==> config.mk <==
export PLATFORM = sky130hd
export DESIGN_NAME = audio_pll_setting_search_top_flat
export DESIGN_NICKNAME = d
export VERILOG_FILES = /design/src/hw/rtl/apss_pkg.sv /design/src/hw/rtl/apss_if.sv /design/src/hw/rtl/apss_div.sv /design/src/hw/rtl/audio_pll_setting_search_top.sv /design/src/flat_wrapper.sv
export SDC_FILE = /design/constraint.sdc
export NUM_CORES = 2
export LEC_CHECK = 0
export BUFFER_PORTS_ARGS = -buffer_cell sky130_fd_sc_hd__buf_2
export CAP_MARGIN = 30
export CORE_MARGIN = 2
export CORE_UTILIZATION = 59
export DETAILED_ROUTE_END_ITERATION = 10
export PLACE_DENSITY = 0.79
export SETUP_SLACK_MARGIN = 0.15
export SLEW_MARGIN = 20
export SYNTH_ARGS = -nofsm -noshare
export SYNTH_HDL_FRONTEND = slang
export SYNTH_SLANG_ARGS = --single-unit
==> constraint.sdc <==
create_clock -name i_clk -period 7.5 [get_ports i_clk]
set_input_delay 0 -clock i_clk [delete_from_list [all_inputs] [get_ports i_clk]]
set_output_delay 0 -clock i_clk [all_outputs]
set_load 0.05 [all_outputs]
==> src/hw/rtl/apss_pkg.sv <==
// Shared constants of the audio PLL setting search.
package apss_pkg;

    // Width of the magnitude that the shared divider handles.
    localparam int unsigned DIVIDEND_W = 56;
    // Width of the divisor (crystal frequency or scaled output divisor).
    localparam int unsigned DIVISOR_W  = 27;

    localparam int unsigned FREQ_W     = 27;
    localparam int unsigned ACH_W      = 26;
    localparam int unsigned ERR_W      = 31;
    localparam int unsigned SCORE_W    = 30;
    localparam int unsigned DCODE_OUT_W = 5;

    // Oscillator window, scaled by 65536.
    localparam logic [47:0] OSC_MIN_SCALED = 48'd22937600000000;
    localparam logic [47:0] OSC_MAX_SCALED = 48'd32768000000000;

    localparam logic [SCORE_W-1:0] NO_ERR_SCORE = 30'd999999999;
    localparam logic [ERR_W-1:0]   NO_ERR_VALUE = 31'd999999999;

    localparam logic [7:0] S1_LOW_MULT4  = 8'd192;
    localparam logic [7:0] S1_HIGH_MULT8 = 8'd128;
    localparam logic [7:0] BYTE_MAX      = 8'd255;

    localparam logic [3:0] MULT_FIRST = 4'd4;
    localparam logic [3:0] MULT_LAST  = 4'd8;

    // Register map (byte address bit 2 selects the register index).
    localparam logic REG_CRYSTAL_HZ = 1'b0;

    localparam logic [FREQ_W-1:0] CRYSTAL_RESET = 27'd40000000;

endpackage

==> src/hw/rtl/apss_if.sv <==
// Valid/ready channel interfaces for target requests and search results.
interface apss_in_if;
    logic                             valid;
    logic                             ready;
    logic [apss_pkg::FREQ_W-1:0]      target_freq_hz;

    modport source (output valid, output target_freq_hz, input ready);
    modport sink   (input valid, input target_freq_hz, output ready);
endinterface

interface apss_out_if;
    logic                                valid;
    logic                                ready;
    logic                                found;
    logic [7:0]                          fraction_low;
    logic [7:0]                          fraction_high;
    logic [3:0]                          integer_mult;
    logic [apss_pkg::DCODE_OUT_W-1:0]    output_divider;
    logic [apss_pkg::ACH_W-1:0]          achieved_hz;
    logic signed [apss_pkg::ERR_W-1:0]   error_hz;

    modport source (output valid, output found, output fraction_low, output fraction_high,
                    output integer_mult, output output_divider, output achieved_hz,
                    output error_hz, input ready);
    modport sink   (input valid, input found, input fraction_low, input fraction_high,
                    input integer_mult, input output_divider, input achieved_hz,
                    input error_hz, output ready);
endinterface

==> src/hw/rtl/apss_div.sv <==
// Shared restoring divider, one quotient bit per cycle, unsigned magnitudes.
module apss_div (
    input  logic                                i_clk,
    input  logic                                i_rst_n,
    input  logic                                i_start,
    input  logic [apss_pkg::DIVIDEND_W-1:0]     i_dividend,
    input  logic [apss_pkg::DIVISOR_W-1:0]      i_divisor,
    output logic                                o_done,
    output logic [apss_pkg::DIVIDEND_W-1:0]     o_quotient,
    output logic [apss_pkg::DIVISOR_W-1:0]      o_remainder
);
    localparam int unsigned CNT_W = $clog2(apss_pkg::DIVIDEND_W);

    logic                                r_busy;
    logic                                r_done;
    logic [CNT_W-1:0]                    r_cnt;
    logic [apss_pkg::DIVIDEND_W-1:0]     r_quo;
    logic [apss_pkg::DIVISOR_W-1:0]      r_rem;
    logic [apss_pkg::DIVISOR_W-1:0]      r_dvs;
    logic [apss_pkg::DIVISOR_W:0]        trial;
    logic                                fits;

    assign trial = {r_rem, r_quo[apss_pkg::DIVIDEND_W-1]};
    assign fits  = trial >= {1'b0, r_dvs};

    always_ff @(posedge i_clk) begin
        if (!i_rst_n) begin
            r_busy <= 1'b0;
            r_done <= 1'b0;
            r_cnt  <= '0;
        end else begin
            r_done <= 1'b0;
            if (i_start) begin
                r_busy <= 1'b1;
                r_cnt  <= CNT_W'(apss_pkg::DIVIDEND_W - 1);
            end else if (r_busy) begin
                r_cnt <= r_cnt - 1'b1;
                if (r_cnt == '0) begin
                    r_busy <= 1'b0;
                    r_done <= 1'b1;
                end
            end
        end
    end

    always_ff @(posedge i_clk) begin
        if (i_start) begin
            r_quo <= i_dividend;
            r_rem <= '0;
            r_dvs <= i_divisor;
        end else if (r_busy) begin
            r_quo <= {r_quo[apss_pkg::DIVIDEND_W-2:0], fits};
            r_rem <= fits ? apss_pkg::DIVISOR_W'(trial - {1'b0, r_dvs})
                          : trial[apss_pkg::DIVISOR_W-1:0];
        end
    end

    assign o_done      = r_done;
    assign o_quotient  = r_quo;
    assign o_remainder = r_rem;

endmodule

==> src/hw/rtl/audio_pll_setting_search_top.sv <==
// Top level of the audio PLL setting search: sequencer, configuration port, result register.
//
// The block takes one target frequency per transaction and searches every output divider
// code (0 to MAX_DIVIDER_CODE) against the integer multipliers 4 to 8 for the audio PLL
// setting whose output comes closest to the target, keeping the first strictly better
// candidate and stopping early on an exact match. Each candidate runs through up to three
// divisions on one shared restoring divider that yields one quotient bit per cycle, and a
// full search covers 160 candidates; an exact match ends it sooner, and a crystal setting
// of zero gives the "not found" result without running any candidate. The input is not
// ready while a search runs. The result sits in an output register until it is taken, so
// a new search can start while it waits. The crystal frequency is written through the
// APB port at byte address 0 and should only change while the block is idle.
module audio_pll_setting_search_top #(
    parameter int unsigned MAX_DIVIDER_CODE = 31
) (
    input  logic                i_clk,
    input  logic                i_rst_n,
    apss_in_if.sink             i_in,
    apss_out_if.source          o_out,
    input  logic                psel,
    input  logic                penable,
    input  logic                pwrite,
    input  logic [2:0]          paddr,
    input  logic [31:0]         pwdata,
    output logic [31:0]         prdata,
    output logic                pready
);
    localparam int unsigned DCODE_W = $clog2(MAX_DIVIDER_CODE + 1);
    localparam int unsigned DIV_W   = DCODE_W + 2;
    localparam int unsigned DVD_W   = apss_pkg::DIVIDEND_W;
    localparam int unsigned DVS_W   = apss_pkg::DIVISOR_W;
    localparam int unsigned F_W     = apss_pkg::FREQ_W;

    typedef enum logic [3:0] {
        S_IDLE, S_MUL_FD, S_MUL_XK, S_DIFF, S_DIV_S1, S_MUL_XS1, S_SUB0,
        S_DIV_S0, S_MUL_OSC, S_CHECK, S_DIV_ERR, S_NEXT, S_OUT
    } t_state;

    t_state                      r_state;
    logic [F_W-1:0]              r_crystal;
    logic [F_W-1:0]              r_f;
    logic [F_W-1:0]              r_x;
    logic [DCODE_W-1:0]          r_d;
    logic [3:0]                  r_s2;
    logic [35:0]                 r_fd2;
    logic [30:0]                 r_xk;
    logic signed [37:0]          r_a;
    logic [7:0]                  r_s1;
    logic [7:0]                  r_s0;
    logic [47:0]                 r_t;
    logic                        r_num_zero;
    logic                        r_dsign;
    logic                        r_stop;
    logic                        r_found;
    logic [apss_pkg::SCORE_W-1:0] r_bscore;
    logic signed [apss_pkg::ERR_W-1:0] r_berr;
    logic [apss_pkg::ACH_W-1:0]  r_bach;
    logic [7:0]                  r_bs0;
    logic [7:0]                  r_bs1;
    logic [3:0]                  r_bs2;
    logic [DCODE_W-1:0]          r_bd;
    logic                        r_ovalid;

    logic                        div_start;
    logic [DVD_W-1:0]            div_dividend;
    logic [DVS_W-1:0]            div_divisor;
    logic                        div_done;
    logic [DVD_W-1:0]            div_quo;
    logic [DVS_W-1:0]            div_rem;

    logic [DIV_W-1:0]            divisor_d;
    logic [3:0]                  mult_k;
    logic signed [37:0]          a_val;
    logic signed [DVD_W-1:0]     launch_val;
    logic                        q_neg;
    logic [7:0]                  s1_lo;
    logic [7:0]                  s1_hi;
    logic [7:0]                  s1_clamped;
    logic [7:0]                  s0_clamped;
    logic signed [apss_pkg::ERR_W-1:0] err_val;
    logic                        ach_adj;
    logic signed [31:0]          ach_val;
    logic                        osc_ok;
    logic                        last_pair;
    logic                        cfg_write;

    assign divisor_d = DIV_W'({r_d, 1'b0}) + DIV_W'(4);
    assign mult_k    = r_s2 + 4'd4;
    assign a_val     = $signed({2'b0, r_fd2}) - $signed({7'b0, r_xk});
    assign q_neg     = r_dsign && (div_quo != '0);
    assign s1_lo     = (r_s2 == apss_pkg::MULT_FIRST) ? apss_pkg::S1_LOW_MULT4 : 8'd0;
    assign s1_hi     = (r_s2 == apss_pkg::MULT_LAST) ? apss_pkg::S1_HIGH_MULT8
                                                      : apss_pkg::BYTE_MAX;
    assign osc_ok    = (r_t >= apss_pkg::OSC_MIN_SCALED) && (r_t <= apss_pkg::OSC_MAX_SCALED);
    assign last_pair = (r_d == DCODE_W'(MAX_DIVIDER_CODE)) && (r_s2 == apss_pkg::MULT_LAST);

    // Signed truncating quotients are clamped from the magnitude and the sign.
    always_comb begin
        if (q_neg) begin
            s1_clamped = s1_lo;
        end else if (div_quo > DVD_W'(s1_hi)) begin
            s1_clamped = s1_hi;
        end else if (div_quo < DVD_W'(s1_lo)) begin
            s1_clamped = s1_lo;
        end else begin
            s1_clamped = div_quo[7:0];
        end
        if (q_neg) begin
            s0_clamped = 8'd0;
        end else if (div_quo > DVD_W'(apss_pkg::BYTE_MAX)) begin
            s0_clamped = apss_pkg::BYTE_MAX;
        end else begin
            s0_clamped = div_quo[7:0];
        end
    end

    // The achieved frequency follows from the error quotient and remainder: for a positive
    // numerator with a nonzero remainder the floor lies one below target minus error.
    assign err_val = r_dsign ? -$signed(div_quo[apss_pkg::ERR_W-1:0])
                             : $signed(div_quo[apss_pkg::ERR_W-1:0]);
    assign ach_adj = !r_dsign && !r_num_zero && (div_rem != '0);
    assign ach_val = $signed({5'b0, r_f}) - 32'(err_val) - $signed({31'b0, ach_adj});

    // Signed value handed to the divider as sign and magnitude.
    always_comb begin
        launch_val  = '0;
        div_divisor = r_x;
        div_start   = 1'b0;
        case (r_state)
            S_DIFF: begin
                launch_val = DVD_W'(a_val) <<< 8;
                div_start  = 1'b1;
            end
            S_SUB0: begin
                launch_val = ((DVD_W'(r_a) <<< 8) - $signed({21'b0, r_t[34:0]})) <<< 8;
                div_start  = 1'b1;
            end
            S_CHECK: begin
                launch_val  = $signed({4'b0, r_fd2, 16'b0}) - $signed({8'b0, r_t});
                div_divisor = DVS_W'({divisor_d, 17'b0});
                div_start   = osc_ok;
            end
            default: begin
                launch_val = '0;
            end
        endcase
    end

    assign div_dividend = launch_val[DVD_W-1] ? DVD_W'(-launch_val) : DVD_W'(launch_val);

    apss_div u_div (
        .i_clk       (i_clk),
        .i_rst_n     (i_rst_n),
        .i_start     (div_start),
        .i_dividend  (div_dividend),
        .i_divisor   (div_divisor),
        .o_done      (div_done),
        .o_quotient  (div_quo),
        .o_remainder (div_rem)
    );

    always_ff @(posedge i_clk) begin
        if (!i_rst_n) begin
            r_state  <= S_IDLE;
            r_ovalid <= 1'b0;
        end else begin
            // A new result may replace the one that is taken at this same edge.
            if ((r_state == S_OUT) && (!r_ovalid || o_out.ready)) begin
                r_ovalid <= 1'b1;
            end else if (o_out.valid && o_out.ready) begin
                r_ovalid <= 1'b0;
            end
            case (r_state)
                S_IDLE: begin
                    if (i_in.valid) begin
                        r_f        <= i_in.target_freq_hz;
                        r_x        <= r_crystal;
                        r_d        <= '0;
                        r_s2       <= apss_pkg::MULT_FIRST;
                        r_stop     <= 1'b0;
                        r_found    <= 1'b0;
                        r_bscore   <= apss_pkg::NO_ERR_SCORE;
                        r_berr     <= apss_pkg::NO_ERR_VALUE;
                        r_bach     <= '0;
                        r_bs0      <= '0;
                        r_bs1      <= '0;
                        r_bs2      <= '0;
                        r_bd       <= '0;
                        r_state    <= (r_crystal == '0) ? S_OUT : S_MUL_FD;
                    end
                end
                S_MUL_FD: begin
                    r_fd2   <= (36'(r_f) * 36'(divisor_d)) << 1;
                    r_state <= S_MUL_XK;
                end
                S_MUL_XK: begin
                    r_xk    <= 31'(r_x) * 31'(mult_k);
                    r_state <= S_DIFF;
                end
                S_DIFF: begin
                    r_a     <= a_val;
                    r_dsign <= launch_val[DVD_W-1];
                    r_state <= S_DIV_S1;
                end
                S_DIV_S1: begin
                    if (div_done) begin
                        r_s1 <= s1_clamped;
                        if ((r_s2 == apss_pkg::MULT_LAST)
                            && (s1_clamped == apss_pkg::S1_HIGH_MULT8)) begin
                            r_s0    <= 8'd0;
                            r_state <= S_MUL_OSC;
                        end else begin
                            r_state <= S_MUL_XS1;
                        end
                    end
                end
                S_MUL_XS1: begin
                    r_t     <= 48'(r_x) * 48'(r_s1);
                    r_state <= S_SUB0;
                end
                S_SUB0: begin
                    r_dsign <= launch_val[DVD_W-1];
                    r_state <= S_DIV_S0;
                end
                S_DIV_S0: begin
                    if (div_done) begin
                        r_s0    <= s0_clamped;
                        r_state <= S_MUL_OSC;
                    end
                end
                S_MUL_OSC: begin
                    r_t     <= 48'(r_x) * 48'({mult_k, r_s1, r_s0});
                    r_state <= S_CHECK;
                end
                S_CHECK: begin
                    r_dsign    <= launch_val[DVD_W-1];
                    r_num_zero <= (launch_val == '0);
                    r_state    <= osc_ok ? S_DIV_ERR : S_NEXT;
                end
                S_DIV_ERR: begin
                    if (div_done) begin
                        if (div_quo[apss_pkg::SCORE_W-1:0] < r_bscore) begin
                            r_found  <= 1'b1;
                            r_bscore <= div_quo[apss_pkg::SCORE_W-1:0];
                            r_berr   <= err_val;
                            r_bach   <= ach_val[apss_pkg::ACH_W-1:0];
                            r_bs0    <= r_s0;
                            r_bs1    <= r_s1;
                            r_bs2    <= r_s2;
                            r_bd     <= r_d;
                            r_stop   <= r_num_zero;
                        end
                        r_state <= S_NEXT;
                    end
                end
                S_NEXT: begin
                    if (r_stop || last_pair) begin
                        r_state <= S_OUT;
                    end else begin
                        if (r_s2 == apss_pkg::MULT_LAST) begin
                            r_s2 <= apss_pkg::MULT_FIRST;
                            r_d  <= r_d + 1'b1;
                        end else begin
                            r_s2 <= r_s2 + 1'b1;
                        end
                        r_state <= S_MUL_FD;
                    end
                end
                S_OUT: begin
                    if (!r_ovalid || o_out.ready) begin
                        o_out.found            <= r_found;
                        o_out.fraction_low     <= r_bs0;
                        o_out.fraction_high    <= r_bs1;
                        o_out.integer_mult     <= r_bs2;
                        o_out.output_divider   <= apss_pkg::DCODE_OUT_W'(r_bd);
                        o_out.achieved_hz      <= r_bach;
                        o_out.error_hz         <= r_berr;
                        r_state                <= S_IDLE;
                    end
                end
                default: begin
                    r_state <= S_IDLE;
                end
            endcase
        end
    end

    assign i_in.ready  = (r_state == S_IDLE);
    assign o_out.valid = r_ovalid;

    // Configuration register.
    assign cfg_write = psel && penable && pwrite;

    always_ff @(posedge i_clk) begin
        if (!i_rst_n) begin
            r_crystal <= apss_pkg::CRYSTAL_RESET;
        end else if (cfg_write && (paddr[2] == apss_pkg::REG_CRYSTAL_HZ)) begin
            r_crystal <= pwdata[F_W-1:0];
        end
    end

    assign prdata = (paddr[2] == apss_pkg::REG_CRYSTAL_HZ) ? {5'b0, r_crystal} : 32'd0;
    assign pready = 1'b1;

    // A new search always leaves the idle state on the next edge.
    a_accept_leaves_idle: assert property (@(posedge i_clk) disable iff (!i_rst_n)
        (i_in.valid && i_in.ready) |=> (r_state != S_IDLE))
        else $error("search did not start after an accepted transaction");

    // A kept candidate always carries a multiplier in the searched range.
    a_found_mult_range: assert property (@(posedge i_clk) disable iff (!i_rst_n)
        (r_found && r_state != S_IDLE) |-> (r_bs2 >= apss_pkg::MULT_FIRST
                                            && r_bs2 <= apss_pkg::MULT_LAST))
        else $error("kept candidate has an out-of-range multiplier");

    // The divider only reports completion while the sequencer waits for it.
    a_div_done_waited: assert property (@(posedge i_clk) disable iff (!i_rst_n)
        div_done |-> (r_state == S_DIV_S1 || r_state == S_DIV_S0 || r_state == S_DIV_ERR))
        else $error("divider finished outside a wait state");

    // The best score never grows within one search.
    a_score_monotonic: assert property (@(posedge i_clk) disable iff (!i_rst_n)
        (r_state != S_IDLE && $past(r_state) != S_IDLE) |-> (r_bscore <= $past(r_bscore)))
        else $error("best score increased during a search");

endmodule

==> src/flat_wrapper.sv <==
// flat-port wrapper written by rule: the top's interface ports become plain ports
module audio_pll_setting_search_top_flat 
#(
    parameter int unsigned MAX_DIVIDER_CODE = 31
)
  (i_clk, i_rst_n, psel, penable, pwrite, paddr, pwdata, prdata, pready, i_in_valid, i_in_target_freq_hz, i_in_ready, o_out_valid, o_out_found, o_out_fraction_low, o_out_fraction_high, o_out_integer_mult, o_out_output_divider, o_out_achieved_hz, o_out_error_hz, o_out_ready);
  apss_in_if i_in_i ();
  apss_out_if o_out_i ();
  input  logic i_clk;
  input  logic i_rst_n;
  input  logic psel;
  input  logic penable;
  input  logic pwrite;
  input  logic [2:0] paddr;
  input  logic [31:0] pwdata;
  output logic [31:0] prdata;
  output logic pready;
  input wire logic [$bits(i_in_i.valid)-1:0] i_in_valid;
  input wire logic [$bits(i_in_i.target_freq_hz)-1:0] i_in_target_freq_hz;
  output wire logic [$bits(i_in_i.ready)-1:0] i_in_ready;
  output wire logic [$bits(o_out_i.valid)-1:0] o_out_valid;
  output wire logic [$bits(o_out_i.found)-1:0] o_out_found;
  output wire logic [$bits(o_out_i.fraction_low)-1:0] o_out_fraction_low;
  output wire logic [$bits(o_out_i.fraction_high)-1:0] o_out_fraction_high;
  output wire logic [$bits(o_out_i.integer_mult)-1:0] o_out_integer_mult;
  output wire logic [$bits(o_out_i.output_divider)-1:0] o_out_output_divider;
  output wire logic [$bits(o_out_i.achieved_hz)-1:0] o_out_achieved_hz;
  output wire logic [$bits(o_out_i.error_hz)-1:0] o_out_error_hz;
  input wire logic [$bits(o_out_i.ready)-1:0] o_out_ready;
  assign i_in_i.valid = i_in_valid;
  assign i_in_i.target_freq_hz = i_in_target_freq_hz;
  assign i_in_ready = i_in_i.ready;
  assign o_out_valid = o_out_i.valid;
  assign o_out_found = o_out_i.found;
  assign o_out_fraction_low = o_out_i.fraction_low;
  assign o_out_fraction_high = o_out_i.fraction_high;
  assign o_out_integer_mult = o_out_i.integer_mult;
  assign o_out_output_divider = o_out_i.output_divider;
  assign o_out_achieved_hz = o_out_i.achieved_hz;
  assign o_out_error_hz = o_out_i.error_hz;
  assign o_out_i.ready = o_out_ready;
  audio_pll_setting_search_top #(.MAX_DIVIDER_CODE(MAX_DIVIDER_CODE)) u_core (.i_clk(i_clk), .i_rst_n(i_rst_n), .i_in(i_in_i), .o_out(o_out_i), .psel(psel), .penable(penable), .pwrite(pwrite), .paddr(paddr), .pwdata(pwdata), .prdata(prdata), .pready(pready));
endmodule
# After elaboration in Yosys (flattened, before gate mapping)
# Index checks and enable logic that the tools add are counted.
[totals]
ff_bits = 577
in_bits = 69
output_inout_bits = 118
elab_cells = 217
[classes]
add_sub_neg = 13
n_mul = 4
magnitude_cmp = 7
eq_ne = 25
n_mux = 80
bitwise_logic = 3
reduce_logical = 46
[op_table]
columns = ["operator", "count"]
rows = [
  ["56-bit 2-to-1 mux", 3],
  ["56-bit one-hot mux with 3 select lines", 1],
  ["31-bit 2-to-1 mux", 4],
  ["8-bit 2-to-1 mux", 14],
  ["48-bit one-hot mux with 2 select lines", 1],
  ["30-bit 2-to-1 mux", 3],
  ["26-bit 2-to-1 mux", 3],
  ["31-bit one-hot mux with 2 select lines", 1],
  ["30-bit one-hot mux with 2 select lines", 1],
  ["56-bit by 8-bit > comparator with 1-bit output", 1],
  ["56-bit by 8-bit > comparator with 1-bit output, second input constant", 1],
  ["56-bit logical NOT", 1],
  ["56-bit by 8-bit < comparator with 1-bit output", 1],
  ["4-bit 2-to-1 mux", 14],
  ["56-bit negation", 1],
  ["56-bit nonzero test", 1],
  ["27-bit 2-to-1 mux", 2],
  ["26-bit one-hot mux with 2 select lines", 1],
  ["4-bit one-hot mux with 13 select lines", 1],
  ["51-bit by 48-bit subtractor with 52-bit output", 1],
  ["48-bit by 45-bit greater-or-equal comparator with 1-bit output, second input constant", 1],
  ["48-bit by 45-bit <= comparator with 1-bit output, second input constant", 1],
  ["8-bit one-hot mux with 2 select lines", 3],
  ["27-bit by 20-bit multiplier with 47-bit output", 1],
  ["47 further kinds", 116],
]

# Longest topological paths before layout
[depth]
ltp_word = 11
ltp_mapped = 31
ltp_nobuf = 29

# Cells and area by module
# From an unflattened synthesis, not the netlist that was laid out.
[hier_totals]
cells_unflattened = 6717
area_unflattened_um2 = 63912.5
[by_module_without_submodules]
columns = ["mod", "n_inst", "cells_per_inst", "area_per_inst_um2", "seq_area_each_um2"]
rows = [
  ["audio_pll_setting_search_top", 1, 6150, 57591.5, 13372.8],
  ["apss_div", 1, 567, 6321.1, 3193.1],
]

# Worst setup path before layout
# OpenSTA, ideal clock, no wires.
[synth_timing]
path_type = "reg2reg"
from = "register u_core.r_s2[2]"
to = "register u_core.r_t[42], data pin"
setup_time_ns = 0.255
t_arrival_ns = 7.948
required_time_ns = 7.245
slack_ns = -0.703
path_stages_with_launch = 30
n_path_buf = 2
period_less_slack_ns = 8.203
path_cell_list = "edfxtp_1 > inv_1 > buf_1 > ha_1 > clkbuf_1 > nand2b_1 > fa_1 > fa_1 > inv_1 > fa_1 > fa_1 > fa_1 > inv_1 > fa_1 > inv_1 > fa_1 > ha_1 > a21o_1 > a21o_1 > a21o_1 > a21oi_1 > o21ai_0 > o21bai_1 > o211ai_1 > a311oi_1 > o21bai_1 > a221oi_1 > o21bai_1 > xor2_1 > and2_1"
[synth_via]
elab_chain_cells = 3
[synth_rtl]
columns = ["element", "line", "text"]
rows = [
  ["from (decl)", "audio_pll_setting_search_top.sv:44", "logic [3:0] r_s2;"],
  ["from (signal assigned)", "audio_pll_setting_search_top.sv:179", "r_s2 <= apss_pkg::MULT_FIRST;"],
  ["from (signal assigned)", "audio_pll_setting_search_top.sv:261", "r_s2 <= apss_pkg::MULT_FIRST;"],
  ["from (signal assigned)", "audio_pll_setting_search_top.sv:264", "r_s2 <= r_s2 + 1'b1;"],
  ["4-bit by 3-bit adder with 4-bit output", "audio_pll_setting_search_top.sv:88", "assign mult_k = r_s2 + 4'd4;"],
  ["27-bit by 20-bit multiplier with 47-bit output", "audio_pll_setting_search_top.sv:232", "r_t <= 48'(r_x) * 48'({mult_k, r_s1, r_s0});"],
  ["48-bit one-hot mux with 2 select lines", "audio_pll_setting_search_top.sv:173", "case (r_state)"],
  ["to (signal assigned)", "audio_pll_setting_search_top.sv:218", "r_t <= 48'(r_x) * 48'(r_s1);"],
  ["to (signal assigned)", "audio_pll_setting_search_top.sv:232", ""],
  ["to (decl)", "audio_pll_setting_search_top.sv:50", "logic [47:0] r_t;"],
]
# No other way between the ends. The select of a mux whose other input is x is not followed.
# A chain may end at the register's enable or synchronous reset.

# Worst setup path after layout
[layout_timing]
from = "register u_core.r_s0[4]"
to = "register u_core.r_t[42], data pin"
[layout_via]
elab_chain_cells = 2
[layout_rtl]
columns = ["element", "line", "text"]
rows = [
  ["from (decl)", "audio_pll_setting_search_top.sv:49", "logic [7:0] r_s0;"],
  ["from (signal assigned)", "audio_pll_setting_search_top.sv:227", "r_s0 <= s0_clamped;"],
  ["27-bit by 20-bit multiplier with 47-bit output", "audio_pll_setting_search_top.sv:232", ""],
  ["48-bit one-hot mux with 2 select lines", "audio_pll_setting_search_top.sv:173", ""],
]
# No other way between the ends. The select of a mux whose other input is x is not followed.

==> metrics.csv <==
metric;value;unit
status;finished with violations;
violations;negative setup slack;
areaGrowthSynthToFinish;12.3;%
grt_overflow;0;
fp-row-count;120;
r2r_cells;27;
cts.sinks;574;
dpl.hpwl;146000;um
post_drt_wl_per_cell;22.0;um
clk_path_buf_depth;3;
drive_gt1_frac;0.112;
drv_slew;0;
cp.required;7900;ps
clock_latency;690;ps
cp_slowest_cell;fa_1;
grt_setup_unrepaired;yes;
wl_met1;73200;um
dr_wl_met2;83500;um
finalNetCount;8322;
die_y;332;um
start_util;0.593;
relSlewSlack;0.315;
top_layer_used;met5;
fin_crit;7600;ps
syn_inst;6696;
cp_data_arrival_time;8000;ps
end_kind;register;
cpMostUsedCell;fa_1;
holdCritStartpoint;i_in_target_freq_hz[14];
drc_errors;0;
finalNonFillerCells;8466;
synth.most_common_cell;inv_1;
cpPeakStageDelay;630;ps
cts_max_level;2;
grt_antenna_before_repair;6;
yosysTopAreaCell;edfxtp_1;
synth_edf_count;507;
drv_cap;0;
drt-pass1-iter-count;6;
setup-violations-final;2;
timing.rr.start;u_core.r_s0[4];
wl_met3;21500;um
grtUsageTotal;0.335;
grt_pass1_vias;51152;
synth.area.top_cells;edfxtp_1 24%, fa_1 23%, ha_1 10%;
dieArea;110000;um2
ys_seq_area_frac;0.262;
gp_congestion;1.02;
chipWidth;332;um
grt_max_degree;112;
yosysTopAreaCellShare;0.240;
cts_tree;built;
post-route-period-util;1.01;
cp_max_fo;5;
ys_warn_count;0;
whs;27.4;ps
cts-buffers-inserted;61;
port-buffer-count;173;
vias_per_cell;5.97;
rr_endpoint;u_core.r_t[42];
syn_area_per_cell;9.46;um2
ys_ff_latch;574;
core-area;107000;um2
cp-start-kind;register;
mappedNetlistArea;63300;um2
fin_worst_skew;54.5;ps
routed_wl;186000;um
synthFlopType;edfxtp_1;
synth_cell_types;90;
max_freq;132;MHz
synth-async-reset-ratio;0;
boundaryPins;187;
critPathBufInv;5;
synth_common_cells;1102 x inv_1, 777 x nand2_1, 726 x fa_1;
path_class;register to register;
min_to;u_core.r_f[14];
antenna_left;0;
tightestPinTransition;1030;ps
grt_pass1_wl;288000;um
min_path_type;primary input to register;
crit_family;adder cells;
rrSetupSlack;-100;ps
drt_iter0_markers;4269;
place_inst;8174;
hold_viol;0;
via_count;50501;
root_buffer;clkbuf_16;
clk_pin_slew;70;ps
setup_ws;-104;ps
min_path_cells;2;
## cell families after synthesis
| logic type | after synthesis | synth area share |
|---|---|---|
| and+or+nand+nor | 1997 | 0.157 |
| buffers and inverters | 1376 | 0.0822 |
| xor gates and xnor gates | 349 | 0.0483 |
| DFF | 574 | 0.262 |
| adders and majority gates | 1244 | 0.332 |
| AOI/OAI and AO/OA | 1113 | 0.113 |
| other | 2 | 0.000119 |
| muxes | 41 | 0.00654 |
## worst max path at each step
stage,from,endpoint,cells after the start
2_1_floorplan,u_core.r_s0[2],u_core.r_t[42],29
3_3_place_gp,u_core.r_s0[7],u_core.r_t[42],26
3_5_place_dp,u_core.r_s0[4],u_core.r_t[42],26
4_1_cts,u_core.r_s2[3],u_core.r_t[42],27
5_1_grt,u_core.r_s0[4],u_core.r_t[42],27
6_report,u_core.r_s0[4],u_core.r_t[42],27
## state kept, by name (all words and copies together) (netlist names), 30 cells and up
signal	count
u_core.o_out.error_hz	31
u_core.r_a	36
u_core.r_berr	30
u_core.r_bscore	30
u_core.r_fd2	33
u_core.r_t	47
u_core.r_xk	31
u_core.u_div.o_quotient	56
## layer usage
layer	up-vias	GRT usage
met3	458	0.0976
li1	22719	-
met1	24737	0.445
met5	-	0
met4	14	0.127
met2	2573	0.522
## layout make-up
class                   instances  area [um2]
fillers                      8006       35600
clock inverters                47         624
repair buffers                520        4210
flip-flops and latches        574       16600
clock buffers                  68        1570
multi-input cells            4750       42300
well taps                    1403        1760
inverters                    1102        4140
diodes                          2        5.00
## what timing repair did
item                       in CTS  in global routing
hold buffers                   85                  0
hold endpoints to repair       67                  0
gates resized for setup        41                171
setup endpoints to repair       9                 16
gates cloned                    2                  2
buffers inserted               43                 40
pin swaps                      37                136
## placed cells by master, fill, tap and decap left out, types with 62 or more instances in the layout
cell type,netlist,layout
inv_1,1102,1068
nand2_1,777,763
fa_1,726,696
edfxtp_1,507,507
ha_1,518,502
a21oi_1,294,279
nor2_1,266,259
and2_1,276,259
o21ai_0,246,240
xnor2_1,215,212
buf_4,6,197
buf_2,3,174
xor2_1,134,133
a21o_1,118,118
nor2b_1,119,114
nand2b_1,103,100
nand3_1,93,93
dlygate4sd3_1,0,85
dfxtp_1,67,66
and3_1,66,64
clkbuf_16,0,62
## through the flow
step	utilization	setup slack [ps]	TNS, ps	cell area, um2
after detailed placement	0.623	-73.1	-104	66500
after floorplan	-	155	0	63500
after CTS	0.657	101	0	70100
after global routing	0.666	-266	-1270	71100
final	0.666	-104	-117	71100
after global placement	0.622	42.8	0	66400
Power is not shown: default switching activity piles up to over one toggle a cycle in this logic, so the estimate is an artifact.
